==> config.mk <==
export PLATFORM = sky130hd
export DESIGN_NAME = bakery_ticket_arbiter
export DESIGN_NICKNAME = d
export VERILOG_FILES = /design/src/design/bta_pkg.sv /design/src/design/bakery_ticket_arbiter.sv /design/src/design/bta_ram.sv /design/src/design/bta_ctrl.sv
export SDC_FILE = /design/constraint.sdc
export NUM_CORES = 1
export LEC_CHECK = 0
export ABC_AREA = 1
export BUFFER_PORTS_ARGS = -buffer_cell sky130_fd_sc_hd__buf_2
export CORE_MARGIN = 4
export CORE_UTILIZATION = 25
export DETAILED_ROUTE_END_ITERATION = 10
export GPL_ROUTABILITY_DRIVEN = 0
export HOLD_SLACK_MARGIN = 0.1
export PLACE_DENSITY = 0.37
export SLEW_MARGIN = 10
export SYNTH_ARGS = -nofsm -noshare
export SYNTH_HDL_FRONTEND = slang
export SYNTH_HIERARCHICAL = 1
export SYNTH_SLANG_ARGS = --single-unit
==> constraint.sdc <==
create_clock -name clock -period 4.37 [get_ports clock]
set_input_delay 0.6555 -clock clock [delete_from_list [all_inputs] [get_ports clock]]
set_output_delay 0.6555 -clock clock [all_outputs]
set_load 0.1 [all_outputs]
==> src/design/bta_pkg.sv <==
// Shared constants, types and state encoding for the bakery ticket arbiter.
package bta_pkg;

   localparam int REQUESTERS  = 16;
   localparam int TICKET_BITS = 32;
   localparam int ID_BITS     = 4;
   localparam int IDX_BITS    = (REQUESTERS > 1) ? $clog2(REQUESTERS) : 1;
   // wide enough to compare an id against the requester count
   localparam int CMP_BITS    = ((ID_BITS > IDX_BITS) ? ID_BITS : IDX_BITS) + 1;

   localparam logic CMD_REQUEST = 1'b0;
   localparam logic CMD_RELEASE = 1'b1;

   typedef enum logic [1:0] {
      ST_IDLE,
      ST_SCAN,
      ST_DONE
   } state_type;

   typedef struct packed {
      logic                load;
      logic                grant_valid;
      logic [ID_BITS-1:0]  grant_id;
      logic                ticket_saturated;
   } grant_type;

endpackage

==> src/design/bakery_ticket_arbiter.sv <==
// Top level of the bakery ticket arbiter: sequencer plus result output register.
//
// Usage: each req_ item is a command from one requester. req_cmd low asks for
// the lock, high releases it; req_requester_id names the requester. A request
// from an idle requester draws a ticket one above the largest ever issued and
// marks it waiting; a release clears the mark. Each item yields exactly one
// rsp_ item: the waiting requester with the lowest ticket (lower id on a tie),
// rsp_grant_valid low with id zero when nobody waits, and rsp_ticket_saturated
// when this item's ticket reached the top value.
// Each item passes through the flag and ticket update, the grant scan that
// reads one ticket RAM entry per cycle, the compare and the result load.
// req_ready is high only while the sequencer is idle.
// A stalled receiver holds rsp_ in its output register; the next item is still
// accepted and scanned, and waits for the register to free before loading.
// Reset clears all waiting marks, the ticket high mark and the output valid;
// the ticket RAM needs no clearing since only waiting entries are compared.
module bakery_ticket_arbiter (
   input  logic                        clock,
   input  logic                        reset,
   input  logic                        req_valid,
   output logic                        req_ready,
   input  logic                        req_cmd,
   input  logic [bta_pkg::ID_BITS-1:0] req_requester_id,
   output logic                        rsp_valid,
   input  logic                        rsp_ready,
   output logic                        rsp_grant_valid,
   output logic [bta_pkg::ID_BITS-1:0] rsp_grant_id,
   output logic                        rsp_ticket_saturated
);

   bta_pkg::grant_type grant;

   logic                        rsp_valid_ff, rsp_valid_in;
   logic                        grant_valid_ff;
   logic [bta_pkg::ID_BITS-1:0] grant_id_ff;
   logic                        sat_ff;
   logic                        rsp_free;

   assign rsp_free = !rsp_valid_ff || rsp_ready;

   bta_ctrl u_ctrl (
      .clock            (clock),
      .reset            (reset),
      .req_valid        (req_valid),
      .req_ready        (req_ready),
      .req_cmd          (req_cmd),
      .req_requester_id (req_requester_id),
      .rsp_free         (rsp_free),
      .grant            (grant)
   );

   always_comb begin
      rsp_valid_in = rsp_valid_ff;
      if (grant.load) begin
         rsp_valid_in = 1'b1;
      end else if (rsp_ready) begin
         rsp_valid_in = 1'b0;
      end
   end

   always_ff @(posedge clock) begin
      if (reset) begin
         rsp_valid_ff <= 1'b0;
      end else begin
         rsp_valid_ff <= rsp_valid_in;
      end
   end

   always_ff @(posedge clock) begin
      if (grant.load) begin
         grant_valid_ff <= grant.grant_valid;
         grant_id_ff    <= grant.grant_id;
         sat_ff         <= grant.ticket_saturated;
      end
   end

   assign rsp_valid            = rsp_valid_ff;
   assign rsp_grant_valid      = grant_valid_ff;
   assign rsp_grant_id         = grant_id_ff;
   assign rsp_ticket_saturated = sat_ff;

endmodule

==> src/design/bta_ram.sv <==
// Generic single-write, single-read RAM with registered read data.
module bta_ram #(
   parameter int WIDTH = 8,
   parameter int DEPTH = 16,
   localparam int ADDR_BITS = (DEPTH > 1) ? $clog2(DEPTH) : 1
) (
   input  logic                 clock,
   input  logic                 wr_en,
   input  logic [ADDR_BITS-1:0] wr_addr,
   input  logic [WIDTH-1:0]     wr_data,
   input  logic                 rd_en,
   input  logic [ADDR_BITS-1:0] rd_addr,
   output logic [WIDTH-1:0]     rd_data
);

   logic [WIDTH-1:0] mem_ff [DEPTH];
   logic [WIDTH-1:0] rd_data_ff;

   always_ff @(posedge clock) begin
      if (wr_en) begin
         mem_ff[wr_addr] <= wr_data;
      end
      if (rd_en) begin
         rd_data_ff <= mem_ff[rd_addr];
      end
   end

   assign rd_data = rd_data_ff;

endmodule

==> src/design/bta_ctrl.sv <==
// Command sequencer: flag and ticket update, then a grant scan through the ticket RAM.
module bta_ctrl (
   input  logic                        clock,
   input  logic                        reset,
   input  logic                        req_valid,
   output logic                        req_ready,
   input  logic                        req_cmd,
   input  logic [bta_pkg::ID_BITS-1:0] req_requester_id,
   input  logic                        rsp_free,
   output bta_pkg::grant_type          grant
);

   localparam logic [bta_pkg::IDX_BITS-1:0] LAST_IDX =
      bta_pkg::IDX_BITS'(bta_pkg::REQUESTERS - 1);
   localparam logic [bta_pkg::TICKET_BITS-1:0] TICKET_TOP = '1;

   bta_pkg::state_type state_ff, state_in;

   logic [bta_pkg::REQUESTERS-1:0]  flags_ff, flags_in;
   logic [bta_pkg::TICKET_BITS-1:0] max_ff, max_in;
   logic                            sat_ff, sat_in;
   logic [bta_pkg::IDX_BITS-1:0]    cnt_ff, cnt_in;
   logic                            issue_ff, issue_in;
   logic                            chk_ff, chk_in;
   logic [bta_pkg::IDX_BITS-1:0]    chk_idx_ff, chk_idx_in;
   logic                            best_v_ff, best_v_in;
   logic [bta_pkg::TICKET_BITS-1:0] best_t_ff, best_t_in;
   logic [bta_pkg::IDX_BITS-1:0]    best_i_ff, best_i_in;

   logic                            accept;
   logic                            id_ok;
   logic [bta_pkg::IDX_BITS-1:0]    idx;
   logic [bta_pkg::TICKET_BITS-1:0] new_ticket;
   logic                            wr_en;
   logic [bta_pkg::TICKET_BITS-1:0] rd_data;
   logic                            hit;

   assign req_ready = (state_ff == bta_pkg::ST_IDLE);
   assign accept    = req_valid && req_ready;
   assign id_ok     = bta_pkg::CMP_BITS'(req_requester_id)
                      < bta_pkg::CMP_BITS'(bta_pkg::REQUESTERS);
   assign idx       = bta_pkg::IDX_BITS'(req_requester_id);
   // max_ff tracks the largest ticket ever issued; tickets never shrink
   assign new_ticket = (max_ff == TICKET_TOP) ? TICKET_TOP : max_ff + 1'b1;
   assign wr_en      = accept && id_ok && (req_cmd == bta_pkg::CMD_REQUEST)
                       && !flags_ff[idx];
   assign hit        = chk_ff && flags_ff[chk_idx_ff]
                       && (!best_v_ff || (rd_data < best_t_ff));

   bta_ram #(
      .WIDTH (bta_pkg::TICKET_BITS),
      .DEPTH (bta_pkg::REQUESTERS)
   ) u_tickets (
      .clock   (clock),
      .wr_en   (wr_en),
      .wr_addr (idx),
      .wr_data (new_ticket),
      .rd_en   (issue_ff),
      .rd_addr (cnt_ff),
      .rd_data (rd_data)
   );

   always_ff @(posedge clock) begin
      if (reset) begin
         state_ff <= bta_pkg::ST_IDLE;
         flags_ff <= '0;
         max_ff   <= '0;
         issue_ff <= 1'b0;
         chk_ff   <= 1'b0;
      end else begin
         state_ff <= state_in;
         flags_ff <= flags_in;
         max_ff   <= max_in;
         issue_ff <= issue_in;
         chk_ff   <= chk_in;
      end
   end

   always_ff @(posedge clock) begin
      sat_ff     <= sat_in;
      cnt_ff     <= cnt_in;
      chk_idx_ff <= chk_idx_in;
      best_v_ff  <= best_v_in;
      best_t_ff  <= best_t_in;
      best_i_ff  <= best_i_in;
   end

   always_comb begin
      state_in   = state_ff;
      flags_in   = flags_ff;
      max_in     = max_ff;
      sat_in     = sat_ff;
      cnt_in     = cnt_ff;
      issue_in   = issue_ff;
      chk_in     = issue_ff;
      chk_idx_in = cnt_ff;
      best_v_in  = best_v_ff;
      best_t_in  = best_t_ff;
      best_i_in  = best_i_ff;
      grant      = '0;

      case (state_ff)
         bta_pkg::ST_IDLE: begin
            if (accept) begin
               sat_in    = 1'b0;
               cnt_in    = '0;
               issue_in  = 1'b1;
               best_v_in = 1'b0;
               best_t_in = '0;
               best_i_in = '0;
               state_in  = bta_pkg::ST_SCAN;
               if (wr_en) begin
                  flags_in[idx] = 1'b1;
                  max_in        = new_ticket;
                  sat_in        = (new_ticket == TICKET_TOP);
               end else if (id_ok && (req_cmd == bta_pkg::CMD_RELEASE)) begin
                  flags_in[idx] = 1'b0;
               end
            end
         end
         bta_pkg::ST_SCAN: begin
            // advance the read address; stop issuing after the last entry
            if (issue_ff) begin
               cnt_in = cnt_ff + 1'b1;
               if (cnt_ff == LAST_IDX) begin
                  issue_in = 1'b0;
               end
            end
            if (hit) begin
               best_v_in = 1'b1;
               best_t_in = rd_data;
               best_i_in = chk_idx_ff;
            end
            if (chk_ff && (chk_idx_ff == LAST_IDX)) begin
               state_in = bta_pkg::ST_DONE;
            end
         end
         bta_pkg::ST_DONE: begin
            // hold the result until the output register is free
            if (rsp_free) begin
               grant.load             = 1'b1;
               grant.grant_valid      = best_v_ff;
               grant.grant_id         = bta_pkg::ID_BITS'(best_i_ff);
               grant.ticket_saturated = sat_ff;
               state_in               = bta_pkg::ST_IDLE;
            end
         end
         default: begin
            state_in = bta_pkg::ST_IDLE;
         end
      endcase
   end

   a_read_in_scan: assert property (@(posedge clock) disable iff (reset)
      issue_ff |-> state_ff == bta_pkg::ST_SCAN)
      else $error("ticket read issued outside scan");

   a_accept_starts_scan: assert property (@(posedge clock) disable iff (reset)
      accept |=> (state_ff == bta_pkg::ST_SCAN) && issue_ff && (cnt_ff == '0))
      else $error("accepted item did not start a scan");

   a_grant_flagged: assert property (@(posedge clock) disable iff (reset)
      grant.load && grant.grant_valid |-> flags_ff[best_i_ff])
      else $error("granted requester is not waiting");

   a_no_grant_when_idle: assert property (@(posedge clock) disable iff (reset)
      grant.load && (flags_ff == '0) |-> !grant.grant_valid && (grant.grant_id == '0))
      else $error("grant reported with no waiting requester");

   a_load_ends_item: assert property (@(posedge clock) disable iff (reset)
      grant.load |=> state_ff == bta_pkg::ST_IDLE)
      else $error("result loaded without returning to idle");

endmodule

# After elaboration in Yosys (flattened, before gate mapping)
# Memory sizes are Yosys's and may differ from the RTL's. A register that Yosys moved wholly into a read port is not among the register bits.
# Index checks and enable logic that the tools add are counted.
[classes] n_addsub=2 magnitude_cmp=4 eq_ne=11 mux=34 bitwise=4 n_reduce_logical=24
[ops] op="32-bit two-way mux" count=3
[ops] op="32-bit equality test (second input constant)" count=2
[ops] op="32-bit case mux with 2 select lines" count=1
[ops] op="32-bit by 1-bit adder with 32-bit output (second input constant)" count=1
[ops] op="32-bit < comparator" count=1
[ops] op="16-bit two-way mux" count=2
[ops] op="16-bit AND" count=1
[ops] op="16-bit inverter" count=1
[ops] op="16-bit OR" count=1
[ops] op="4-bit case mux with 2 select lines" count=2
[ops] op="3-bit AND reduction" count=5
[ops] op="7-bit two-way mux" count=2
[ops] op="1-bit two-way mux" count=12
[ops] op="4-bit two-way mux" count=3
[ops] op="4-bit by 5-bit < comparator with 1-bit output (second input constant)" count=2
[ops] op="1-bit binary-select mux with 4-bit select" count=2
[ops] op="4-bit equality test (second input constant)" count=2
[ops] op="1-bit logical AND" count=7
[ops] op="2-bit two-way mux" count=3
[ops] op="2-bit by 1-bit inequality test with 1-bit output (second input constant)" count=3
[ops] op="2-bit case mux with 3 select lines" count=1
[ops] op="2-bit AND reduction" count=3
[ops] op="2-bit nonzero test" count=3
[ops] op="4-bit by 1-bit adder with 4-bit output (second input constant)" count=1
[ops] op="10 further kinds" count=15
[word_totals] regBits=105 ramBits=512 output_inout_bits=8 elab_cells=95 mem_count=1
[memory_table] name="u_ctrl.u_tickets.mem_ff" depth=16 width=32 read_ports=1 rd_ports_with_merged_regs=1 write_ports=1 line_no="bta_ram.sv:16" rtl="logic [WIDTH-1:0] mem_ff [DEPTH];"

# Depth between registers and ports, before layout
[logic_depth] ltp_word=8 mapped_depth=14

# Hierarchy
# The synthesis kept the hierarchy.
[by_module_without_submodules] module="bta_ram" instances=1 cells_per_inst=2121 area_per_inst_um2=23058.4
[by_module_without_submodules] module="bta_ctrl" instances=1 cells_per_inst=866 area_per_inst_um2=6119.6
[by_module_without_submodules] module="bakery_ticket_arbiter" instances=1 cells_per_inst=11 area_per_inst_um2=222.7

# Worst setup path after synthesis
# OpenSTA, ideal clock, no wires.
[synth_path] kind="input to register" startpoint="in req_requester_id[1] in the netlist's numbering" endpoint="mem u_ctrl/u_tickets/mem_ff[0][0] in the netlist's numbering, enable pin" arrival_ns=3.309 required_ns=3.949 setup_slack_ns=0.640 stages=13 path_buffers=2 cell_sequence="buf_2 nand2_1 inv_2 nand2_1 nand2_1 nor2_1 nor2_1 nor2_2 nand2_4 inv_2 buf_2 nand3_1 nor2_1"
[synth_between] elab_chain_cells=6
[synth_lines] item="from (decl)" line_no="bakery_ticket_arbiter.sv:23" rtl="input logic [bta_pkg::ID_BITS-1:0] req_requester_id,"
[synth_lines] item="1-bit binary-select mux with 4-bit select" line_no="bta_ctrl.sv:46" rtl="&& !flags_ff[idx];"
[synth_lines] item="1-bit two-way mux (not written as such)" line_no="bta_ctrl.sv:46"
[synth_lines] item="1-bit logical NOT" line_no="bta_ctrl.sv:46"
[synth_lines] item="1-bit logical AND" line_no="bta_ctrl.sv:46"
[synth_lines] item="via u_ctrl.wr_en" line_no="bta_ctrl.sv:34" rtl="logic wr_en;"
[synth_lines] item="1-bit two-way mux" line_no="bta_ram.sv:20" rtl="if (wr_en) begin"
[synth_lines] item="1-bit two-way mux (not written as such)" line_no="bta_ram.sv:21" rtl="mem_ff[wr_addr] <= wr_data;"
[synth_lines] item="to (decl)" line_no="bta_ram.sv:16"
# The timed path passes the listed nets, and every way through them passes these cells. The select of a mux whose other input is x is not followed.

# Worst setup path after layout
[layout_path] startpoint="reg u_ctrl/max_ff[0] in the netlist's numbering" endpoint="reg u_ctrl.sat_ff, data pin"
[layout_between] elab_chain_cells=3
[layout_lines] item="from (decl)" line_no="bta_ctrl.sv:20" rtl="logic [bta_pkg::TICKET_BITS-1:0] max_ff, max_in;"
[layout_lines] item="from (signal assigned)" line_no="bta_ctrl.sv:73" rtl="max_ff <= max_in;"
[layout_lines] item="32-bit by 1-bit adder with 32-bit output or 32-bit equality test (tied branches)" line_no="bta_ctrl.sv:44" rtl="assign new_ticket = (max_ff == TICKET_TOP) ? TICKET_TOP : max_ff + 1'b1;"
[layout_lines] item="32-bit two-way mux (*)" line_no="bta_ctrl.sv:44"
[layout_lines] item="via u_ctrl.new_ticket (one bit)" line_no="bta_ctrl.sv:33" rtl="logic [bta_pkg::TICKET_BITS-1:0] new_ticket;"
[layout_lines] item="32-bit equality test (*)" line_no="bta_ctrl.sv:115" rtl="sat_in = (new_ticket == TICKET_TOP);"
[layout_lines] item="to (signal assigned)" line_no="bta_ctrl.sv:80" rtl="sat_ff <= sat_in;"
[layout_lines] item="to (decl)" line_no="bta_ctrl.sv:21" rtl="logic sat_ff, sat_in;"
# Mark *: on every way through the listed nets, which the timed path passes. The rest lies on a longest branch.
# A chain may end at the register's enable or synchronous reset.

==> metrics.txt <==
Static Leak=13.9 nW; layout cells sized above 1=~7.1%; nets=3059; Post-CTS Setup Inserts=0; largest net degree at the start of global routing=~140; Worst Setup SP=u_ctrl/max_ff[0]$_SDFFE_PP0P_; sequential element share of the synthesized area=64.3%; crit path max fanout=18; Main synth FF type=edfxtp_1; Yosys top cell by area=edfxtp_1; Worst setup SP type=flip-flop; row count=125; critical path depth=13; final period utilization=70.7%; Slew Viols, Final=0; Max stage delay on crit path=0.77 ns; Met3 Routed Length=roughly 2700 um; initial cell density of the core=25.2%; reg2reg start=u_ctrl/max_ff[0]$_SDFFE_PP0P_; DR pass1 iterations=5; critical path's slowest cell=nand3_1; slew at the pin with the worst max-slew slack=1.02 ns; Core ar.=117000 um2; H-tree Lvls=3; Critical Path End Type=flip-flop; Non-Filler Instances=4602; MaxCap Viol Count=0; Async SR Flop Fraction=0%; PD cells=443 nW/um2; RSZ-0062 raised after global routing=false; DP Cell Count=4462; first-pass GRT wire length=around 130000 um; number of global-route vias before repair=19482; vias=19501; crit path DAT=3.57 ns; Max-Slew Margin vs Limit=32.3%; Critical Path Sink=u_ctrl/sat_ff$_SDFFCE_PN0P_; net count after synthesis=3040; Die X=351 um; Worst-path clk slew=0.06 ns; Port-buffer cells=16; required time of the critical path=4.85 ns; post-layout util=28.9%; ANT cells=0; R2R depth=13; Sink Count=between 600 and 700; synthesized area per cell=9.81 um2; vias per cell=approximately 4.2; GRT overflow=0; WL final=between 80000 and 90000 um; r2r setup slk=approximately 1.3 ns; Ys Warns=6; worst hold path class=in2reg; DRC=0; I/O pin count=17; Root Buffer=clkbuf_16; die area=123000 um2; CTS Buf Count=77; final instance area=33700 um2; CTS tree=built; FF-to-FF End=u_ctrl/sat_ff$_SDFFCE_PN0P_; number of nets with antenna violations after routing=0; Setup CP Type=reg2reg; Crit path max-delay family=simple AND/OR/NAND/NOR gates; CP Cell Sequence=ha_1 -> nand3_1 -> nor2_4 -> nand2_1 -> nor2_4 -> nand3_2 -> nand3_1 -> nand2_1 -> inv_1 -> nand2_1 -> nor2_1 -> nand3_1 -> nor2_1; die extent in y=around 350 um; initial DRC count=1312; Post-synth top cells=nand2_1 (861), edfxtp_1 (592), inv_1 (535); post-layout min period=3.09 ns; most frequent cell after synthesis=nand2_1; routed len/inst=18.8 um; run status=complete, no violations; Post-Syn Area=29400 um2; post-synthesis cell type count=40; top cells by area, synth=edfxtp_1 (60%), nand2_1 (11%), nand3_1 (7.6%), inv_1 (6.8%), dfxtp_1 (3.9%); Final HPWL DP=48800 um; worst-case vdd ir drop=0.000249 V; EDFF count, synth=592; number of synthesized register bits=between 600 and 700; TNS Setup=0 ns; GRT Total Usage=14.2%; Worst Skew=between 0.02 and 0.025 ns; metal1 wirelength=42700 um; Cells after Synth=around 3000; CTS max path bufs=3; met2 wire len=39600 um; Skew-Pair Late Insertion Delay=0.63 ns; area delta synth->final=14.5%; Cell Area, Placed=31300 um2; Setup-failing EPs final=0; Resized cells post-CTS=0; Hold-fix buffers, CTS=0; Top Metal Used=met4; worst path bufs/invs=1; fillers=approximately 12000; final hold violation count=0; initial antenna violation count=4; post-synth top area share=between 60% and 70%; Max Fclk=0.324 GHz
## per-layer routing
metal / up-vias / track usage, %
li1: 9760 / -
met2: 278 / 23.0
met5: - / 0
met1: 9366 / 20.2
met3: 97 / 1.69
met4: 0 / 3.48
## layout make-up
cell class	count	area, um2	share of cell area (%)
Clock inverter	34	277	0.821
Clock buffer	106	2130	6.33
Tap cell	1524	1910	5.66
Timing Repair Buffer	69	666	1.98
Multi-Input combinational cell	1678	7720	22.9
Sequential cell	649	18900	56.2
Inverter	542	2050	6.08
## state kept, by name (all words and copies together) (netlist names), named ones only
register and cells:
u_ctrl/u_tickets/rd_data 32, u_ctrl/best_t_ff 32, u_ctrl/max_ff 32, u_ctrl/chk_idx_in 4, rsp_valid 1, rsp_grant_valid 1
u_ctrl/chk_in 1, u_ctrl/u_tickets/mem_ff 512, u_ctrl/chk_ff 1, u_ctrl/best_i_ff 4, u_ctrl/sat_ff 1, u_ctrl/state_ff 2
rsp_grant_id 4, u_ctrl/chk_idx_ff 4, rsp_ticket_saturated 1, u_ctrl/best_v_ff 1
## cells in the final DEF (no fill, tap or decap), types with 2 or more instances in the layout
cell	Yosys	routed
nand3_2	2	2
nor2_1	147	131
buf_2	52	16
o21ai_0	50	50
nand2_2	5	6
nand2_1	861	860
bufinv_16	0	4
clkinv_2	0	7
clkinv_1	1	19
clkbuf_16	0	80
o21ai_1	2	2
a211oi_1	11	11
and2_1	2	2
a31oi_1	8	8
clkbuf_8	0	3
edfxtp_1	592	592
or2_0	2	2
buf_4	11	38
nand4_1	11	11
inv_6	0	3
buf_12	1	15
nor2_2	6	6
inv_2	5	5
nand2_4	3	3
a21oi_1	58	58
nor3_1	5	5
nand3b_1	5	5
xor2_1	5	5
ha_1	33	33
xnor2_1	4	4
dfxtp_1	57	56
nor2_4	6	22
clkbuf_1	21	23
inv_1	535	533
nand3_1	444	444
o211ai_1	2	2
## cell families (layout without fill, tap and decap cells)
logic type | count (synthesis) | after routing | share of synthesized area (%)
flops | 649 | 649 | 64.3
xor+xnor | 9 | 9 | 0.268
simple gates | 1500 | 1500 | 21.6
fa+ha+maj | 33 | 33 | 1.40
buf+inv | 671 | 751 | 9.81
compound gates | 136 | 136 | 2.54
## how the worst min path moves through the flow
stage                     depth (start not counted)                            to                               start  slack [ns]
after global placement                            2      u_ctrl/chk_ff$_SDFF_PP0_          u_ctrl/chk_in$_SDFFE_PP0P_        0.48
after detailed placement                          2      u_ctrl/chk_ff$_SDFF_PP0_          u_ctrl/chk_in$_SDFFE_PP0P_        0.48
after floorplan                                   0  u_ctrl/chk_idx_ff[3]$_DFF_P_  u_ctrl/chk_idx_in[3]$_SDFFCE_PN0P_        0.41
after CTS                                         4        rsp_valid$_SDFFE_PP0P_                           rsp_ready        0.26
final                                             4        rsp_valid$_SDFFE_PP0P_                           rsp_ready        0.32
after global routing                              4        rsp_valid$_SDFFE_PP0P_                           rsp_ready        0.31
## tightest hold or removal path, delay by kind of cell
| kind | cells | cell delay (ns) |
|---|---|---|
| compound gates | 1 | 0.05 |
| simple gates | 1 | 0.07 |
| buf+inv | 2 | 0.11 |
## where the power goes
| part | leakage [nW] | total (W) | switching [W] | internal [W] |
|---|---|---|---|---|
| sequential | 5.79 | 0.00705 | 0.0000744 | 0.00697 |
| combinational | 6.95 | 0.00162 | 0.00121 | 0.000405 |
| clock | 1.17 | 0.00624 | 0.00260 | 0.00364 |
## through the flow
step                      total power (W)  worst slack (ns)  hold WS (ns)
after floorplan                   0.00823             0.640         0.409
after global placement            0.00886              1.08         0.483
after detailed placement          0.00885              1.10         0.478
after CTS                          0.0152              1.23         0.262
after global routing               0.0156             0.870         0.307
final                              0.0149              1.28         0.319
Note: power is estimated with default switching activity, not from simulation.
